$ cat src/design/pco_pkg.sv
// ----------------------------------------------------------------------------
// pco_pkg
// Shared types, register codes and constants for the pixel point operator.
// ----------------------------------------------------------------------------
package pco_pkg;

   localparam int FIELD_W = 16;

   typedef logic [FIELD_W-1:0] field_type;

   typedef struct packed {
      field_type blue;
      field_type green;
      field_type red;
   } rgb_type;

   // mode codes
   localparam logic [2:0] MODE_BITMAP = 3'd0;
   localparam logic [2:0] MODE_GRAY   = 3'd1;
   localparam logic [2:0] MODE_KEEP   = 3'd2;
   localparam logic [2:0] MODE_DROP   = 3'd3;
   localparam logic [2:0] MODE_SEPIA  = 3'd4;

   // register indexes
   localparam logic [1:0] REG_MODE     = 2'd0;
   localparam logic [1:0] REG_CHANNEL  = 2'd1;
   localparam logic [1:0] REG_MAX      = 2'd2;
   localparam logic [1:0] REG_GRAY_MAX = 2'd3;

   // sepia weights in thousandths, row = output channel, column = input channel
   localparam logic [9:0] SEPIA_W [3][3] = '{
      '{10'd393, 10'd769, 10'd189},
      '{10'd349, 10'd686, 10'd168},
      '{10'd272, 10'd534, 10'd131}
   };

   // x / 1000 = (x >> 3) / 125, the latter by reciprocal multiply and one fixup
   localparam int          RECIP_SHIFT = 31;
   localparam logic [24:0] RECIP_125   = 25'd17179869;
   localparam int          SEPIA_LAT   = 5;

endpackage

$ cat src/design/pco_div.sv
// ----------------------------------------------------------------------------
// pco_div
// Pipelined gray level: sum * gray_max / (3 * max_value), one quotient bit
// per stage by restoring division, saturated to the sample range.
// ----------------------------------------------------------------------------
module pco_div #(
   parameter int SAMPLE_BITS = 16
) (
   input  logic                   clock,
   input  logic                   en,
   input  logic [SAMPLE_BITS+1:0] sum,
   input  pco_pkg::field_type     gray_max,
   input  pco_pkg::field_type     max_value,
   output logic [SAMPLE_BITS-1:0] gray
);

   localparam int QW = SAMPLE_BITS;
   localparam int DW = 18;
   localparam int NW = SAMPLE_BITS + 18;

   logic [NW-1:0] num_ff;
   logic [DW-1:0] den_ff;
   logic [NW-1:0] rem_ff   [QW+1];
   logic [DW-1:0] den_s_ff [QW+1];
   logic [QW-1:0] q_ff     [QW+1];
   logic          sat_ff   [QW+1];
   logic [NW-1:0] shd      [QW];
   logic          ge       [QW];

   always_comb begin
      for (int k = 0; k < QW; k++) begin
         shd[k] = NW'(den_s_ff[k]) << (QW - 1 - k);
         ge[k]  = rem_ff[k] >= shd[k];
      end
   end

   always_ff @(posedge clock) begin
      if (en) begin
         num_ff <= NW'(sum) * NW'(gray_max);
         den_ff <= {2'b00, max_value} + {1'b0, max_value, 1'b0};
         rem_ff[0]   <= num_ff;
         den_s_ff[0] <= den_ff;
         q_ff[0]     <= '0;
         // quotient would not fit the sample range
         sat_ff[0]   <= num_ff >= {den_ff, {QW{1'b0}}};
         for (int k = 0; k < QW; k++) begin
            rem_ff[k+1]   <= ge[k] ? rem_ff[k] - shd[k] : rem_ff[k];
            q_ff[k+1]     <= q_ff[k] | (QW'(ge[k]) << (QW - 1 - k));
            den_s_ff[k+1] <= den_s_ff[k];
            sat_ff[k+1]   <= sat_ff[k];
         end
      end
   end

   assign gray = sat_ff[QW] ? {QW{1'b1}} : q_ff[QW];

endmodule

$ cat config.mk
export PLATFORM = sky130hd
export DESIGN_NAME = pco_div
export DESIGN_NICKNAME = d
export VERILOG_FILES = /design/src/design/pco_pkg.sv /design/src/design/pco_div.sv
export SDC_FILE = /design/constraint.sdc
export NUM_CORES = 2
export LEC_CHECK = 0
export ABC_AREA = 0
export BUFFER_PORTS_ARGS = -buffer_cell sky130_fd_sc_hd__buf_2
export CAP_MARGIN = 20
export CORE_ASPECT_RATIO = 1.5
export CORE_MARGIN = 2
export CORE_UTILIZATION = 45
export CTS_CLUSTER_SIZE = 24
export DETAILED_ROUTE_END_ITERATION = 10
export GPL_ROUTABILITY_DRIVEN = 0
export SLEW_MARGIN = 40
export SYNTH_ARGS = -nofsm -noshare
export SYNTH_HDL_FRONTEND = slang
export SYNTH_SLANG_ARGS = --single-unit
$ cat constraint.sdc
create_clock -name clock -period 7.9 [get_ports clock]
set_clock_uncertainty 0.1 [all_clocks]
set_input_delay 0.395 -clock clock [delete_from_list [all_inputs] [get_ports clock]]
set_output_delay 0.395 -clock clock [all_outputs]
set_load 0.05 [all_outputs]
# After elaboration in Yosys (flattened, before gate mapping)
# Memory sizes are Yosys's and may differ from the RTL's.
# Index checks and enable logic that the tools add are counted.
word_totals:
  regBits: 52
  ramBits: 1173
  in_bits: 52
  output_inout_bits: 16
  word_cells: 76
  memories: 4
op_classes:
  n_addsub: 17
  multipliers: 1
  n_lt_le_gt_ge: 17
  mux: 19
  bitwise_logic: 16
memory_table:
  columns: ["memory", "depth", "word_bits", "read_ports", "rd_clocked_by_memory_dff", "wr", "line", "source"]
  rows:
  - ["rem_ff", 17, 34, 16, 0, 17, "pco_div.sv:23", "logic [NW-1:0] rem_ff [QW+1];"]
  - ["den_s_ff", 17, 18, 16, 0, 17, "pco_div.sv:24", "logic [DW-1:0] den_s_ff [QW+1];"]
  - ["q_ff", 17, 16, 17, 0, 17, "pco_div.sv:25", "logic [QW-1:0] q_ff [QW+1];"]
  - ["sat_ff", 17, 1, 17, 0, 17, "pco_div.sv:26", "logic sat_ff [QW+1];"]
ops:
  columns: ["operator", "count"]
  rows:
  - ["$mux 34", 16]
  - ["$ge 34x18->1", 1]
  - ["$ge 34x19->1", 1]
  - ["$ge 34x20->1", 1]
  - ["$ge 34x21->1", 1]
  - ["$ge 34x22->1", 1]
  - ["$ge 34x23->1", 1]
  - ["$ge 34x24->1", 1]
  - ["$ge 34x25->1", 1]
  - ["$ge 34x26->1", 1]
  - ["$ge 34x27->1", 1]
  - ["$ge 34x28->1", 1]
  - ["$ge 34x29->1", 1]
  - ["$ge 34x30->1", 1]
  - ["$ge 34x31->1", 1]
  - ["$ge 34x32->1", 1]
  - ["$ge 34x33->1", 1]
  - ["$ge 34x34->1", 1]
  - ["$mul 18x16->34", 1]
  - ["$sub 34x18->34", 1]
  - ["$sub 34x19->34", 1]
  - ["$sub 34x20->34", 1]
  - ["$sub 34x21->34", 1]
  - ["$sub 34x22->34", 1]
  - ["other kinds (30)", 31]

# Depth between registers and ports, before layout
# An unclocked memory read counts as a cell.
logic_depth:
  ltp_word: 3
  ltp_mapped: 24
  mapped_depth_nobuf: 23

# Worst setup path after synthesis
# No wires, ideal clock.
synth_path:
  path_type: "input to register"
  startpoint: "input gray_max[9]"
  endpoint: "register num_ff[30], data pin"
  setup_ns: 0.259
  arrival_time_ns: 6.032
  required_ns: 7.541
  path_slack_ns: 1.509
  path_stages: 22
  n_path_buf: 2
  path_cell_list: "clkbuf_1 -> clkbuf_1 -> nand2_1 -> fa_1 -> inv_1 -> fa_1 -> fa_1 -> fa_1 -> fa_1 -> inv_1 -> fa_1 -> inv_1 -> ha_1 -> a21o_1 -> a21oi_1 -> o211ai_1 -> o21ai_0 -> a21oi_1 -> o31a_1 -> a21o_1 -> a21oi_1 -> xnor2_1"
synth_between:
  elab_chain_len: 1
synth_lines:
  columns: ["element", "line", "source"]
  rows:
  - ["start: declaration", "pco_div.sv:12", "input pco_pkg::field_type gray_max,"]
  - ["$mul 18x16->34", "pco_div.sv:39", "num_ff <= NW'(sum) * NW'(gray_max);"]
  - ["end signal: assignment", "pco_div.sv:39", null]
  - ["end: declaration", "pco_div.sv:21", "logic [NW-1:0] num_ff;"]
# No other way between the ends.
# A chain may end at the register's enable or synchronous reset.

# Final worst setup path
layout_path:
  startpoint: "input sum[5]"
  endpoint: "register num_ff[31], data pin"
layout_between:
  elab_chain_len: 1
layout_lines:
  columns: ["element", "line", "source"]
  rows:
  - ["start: declaration", "pco_div.sv:11", "input logic [SAMPLE_BITS+1:0] sum,"]
  - ["$mul 18x16->34", "pco_div.sv:39", null]
# No other way between the ends.

==> results.toml <==
[critical_path]
critical_path.cell_chain = "buf_2 > and2_1 > fa_1 > inv_1 > fa_1 > inv_1 > fa_1 > inv_1 > fa_1 > inv_1 > fa_1 > inv_1 > fa_1 > inv_1 > ha_1 > a2111oi_0 > o21ai_0 > a31o_2 > a41oi_1 > o211ai_1 > a31oi_1 > mux2i_1 > nand3_1"
end_kind = "flop"
path_class = "in2reg"
cpLargestDelayFamily = "adder cells"
cp_max_fo = 16
cp_data_required_time_ns = 8.27
critPathArrivalTime_ns = 6.72
r2r_setup_slack_ns = 3.23
slowest_delay_ns = 0.55
crit_path_start_kind = "input pin"
cp_num_buf_inv = 7
cp_slowest_cell = "fa_1"

[grt]
grt_pass1_wl_um = 224000
antenna_found_initial = 3
grt_overflow = 0
grt_max_degree = 167
grt_pass1_vias = 42300
grt_use_total_pct = 20.8

[floorplanning]
rows = 166
ios = 68
die_area_mm2 = 0.140
die_h_um = 458
start_util_pct = 45.3
die_width_um = 307
core-area_mm2 = 0.136

[run_status]
run_status = "completed"

[drt]
wire_per_inst_um = 19.6
first_iter_violations = 1933
routed_via_density = 5.42
drc = 0
wl_um = 144000
dr_total_vias = 40000
antenna_left = 0
drt_first_pass_iters = 5

[sta]
finalMaxSlewViolations = 0
slew_headroom_pct = 39.9
period_minus_slack_ns = 6.35
tns_ns = 0
hold_viol = 0
finalSetupViolations = 0
rsz0062_at_grt = "false"
fin_crit_sh_pct = 80.4
max_freq_mhz = 157
tightest_slew_ns = 0.902

[logic_synthesis]
netlist.area_leader.share_pct = 50.4
avgSynthCellArea_um2 = 11.4
syn-num-nets = 6148
synth.cell_area_mm2 = 0.0618
ys_seq_elements = 1037
yosysSeqAreaShare_pct = 50.4
async_flop_share_pct = 0
synth-edff-count = 1037
yosysTopAreaCell = "edfxtp_1"
synth_area_leaders = "edfxtp_1, ha_1, fa_1, inv_1, xnor2_1"
synthFlopType = "edfxtp_1"
synth_warnings = 0
synthCells = 5429
synth_cell_types = 84

[clock_network]
post-cts-setup-buffers = 0
clk_latency_ns = 0.72
clk_pin_slew_ns = 0.06
cts_htree_levels = 3
cts_tree = "yes"
ctsResizeCount = 0
clock_path_buffers = 3
numClockSinks = 1037
cts_buffers = 100
clock-root-buffer = "clkbuf_16"

[finish]
final_area_mm2 = 0.0679
most-common-layout-cells = "edfxtp_1, inv_1, nand2_1"
layout_commonest_cell = "edfxtp_1"
fillers = 12000
layout.nets = 6255
syn_to_final_growth_pct = 9.95
drive_gt1_share_pct = 6.50

[flow_run]
drv_cap = 0

[worst_hold_path]
min_path_type = "in2reg"

[place]
placed_area_mm2 = 0.0644
port_buffers = 67
dp_hpwl_um = 114000

[power_and_ir_drop]
peakVddDrop_uv = 607
power.total_mw = 26.4
power_density_mw_per_mm2 = 388
power_leakage_nw = 27.5
[routing by layer]
| metal | wire, µm | part of all wire (%) | global-route usage (%) |
|---|---|---|---|
| met1 | 41600 | 29 | 16.0 |
| met2 | 86500 | 60 | 44.0 |
| met3 | 3570 | 2.5 | 2.40 |
| met4 | 12800 | 8.8 | 16.6 |
| met5 | 0 | 0 | 0 |
[synth_stat cells, drive strengths merged (66+ instances only)]
cell	instances
edfxtp	1037
inv	689
nand2	447
ha	429
o21ai	301
a21oi	300
nor2	285
fa	238
xnor2	196
xor2	152
and2	151
a21o	136
clkbuf	101
nor3	96
nor4	66
[state kept, by name, indices dropped and copies added, names as in the netlist]
register / cells
num_ff: 34
sat_ff: 17
rem_ff: 544
den_ff: 18
q_ff: 136
den_s_ff: 288
[tightest hold or removal path, delay by kind of cell]
family	cells	cell delay [ns]
xor+xnor	1	0.13
fa+ha+maj	1	0.16
buf+inv	1	0.09
[area by class of cell]
cell class / count / area, µm² / area share (%)
diodes: 1 / 2.50 / 0.00368
clock buffers: 114 / 2600 / 3.82
clock inverters: 67 / 768 / 1.13
inverters: 691 / 2590 / 3.82
multi-input cells: 3587 / 27700 / 40.8
flip-flops and latches: 1037 / 31100 / 45.8
well taps: 1764 / 2210 / 3.25
repair buffers: 119 / 918 / 1.35
[cells by family after synthesis]
group	count (synthesis)	share of synthesized area, %
buffers and inverters	805	4.92
AO/OA/AOI/OAI	1058	10.7
XOR/XNOR	348	4.94
AND/OR/NAND/NOR	1461	11.8
adder cells (fa/ha/maj)	667	16.4
multiplexers	53	0.929
flip-flops	1037	50.4
[power breakdown]
part / leakage (nW) / internal [mW] / switching (mW) / total (mW)
clock: 1.61 / 2.81 / 2.13 / 4.93
sequential: 10.0 / 8.08 / 0.856 / 8.94
combinational: 15.9 / 5.19 / 7.32 / 12.5
total: 27.5 / 16.1 / 10.3 / 26.4
[repair_timing]
item / CTS / global route
hold buffers: 11 / 0
endpoints found under the hold margin: 21 / 0
endpoints found under the setup margin: 0 / 0
[path summary, 6_finish.rpt]
kind	startpoint	end	cells past startpoint
setup / recovery	sum[5]	num_ff[31]	23
hold / removal	max_value[10]	den_ff[10]	3
setup reg to reg	den_s_ff[0][124]	rem_ff[0][267]	11
hold reg to reg	sat_ff[0][15]	sat_ff[0][16]	0
[stage by stage]
stage                     setup WS (ns)  std cells  utilization [%]  hold slack, ns
final                              1.55       7380             49.8          0.0726
after global routing               1.24       7380             49.8          0.0698
after CTS                          1.61       7378             49.8          0.0117
after detailed placement          0.817       7186             47.2           0.305
after global placement            0.813       7182             47.1           0.301
after floorplan                    1.51       5429                -           0.300
Power figures use the tool's default switching activity.
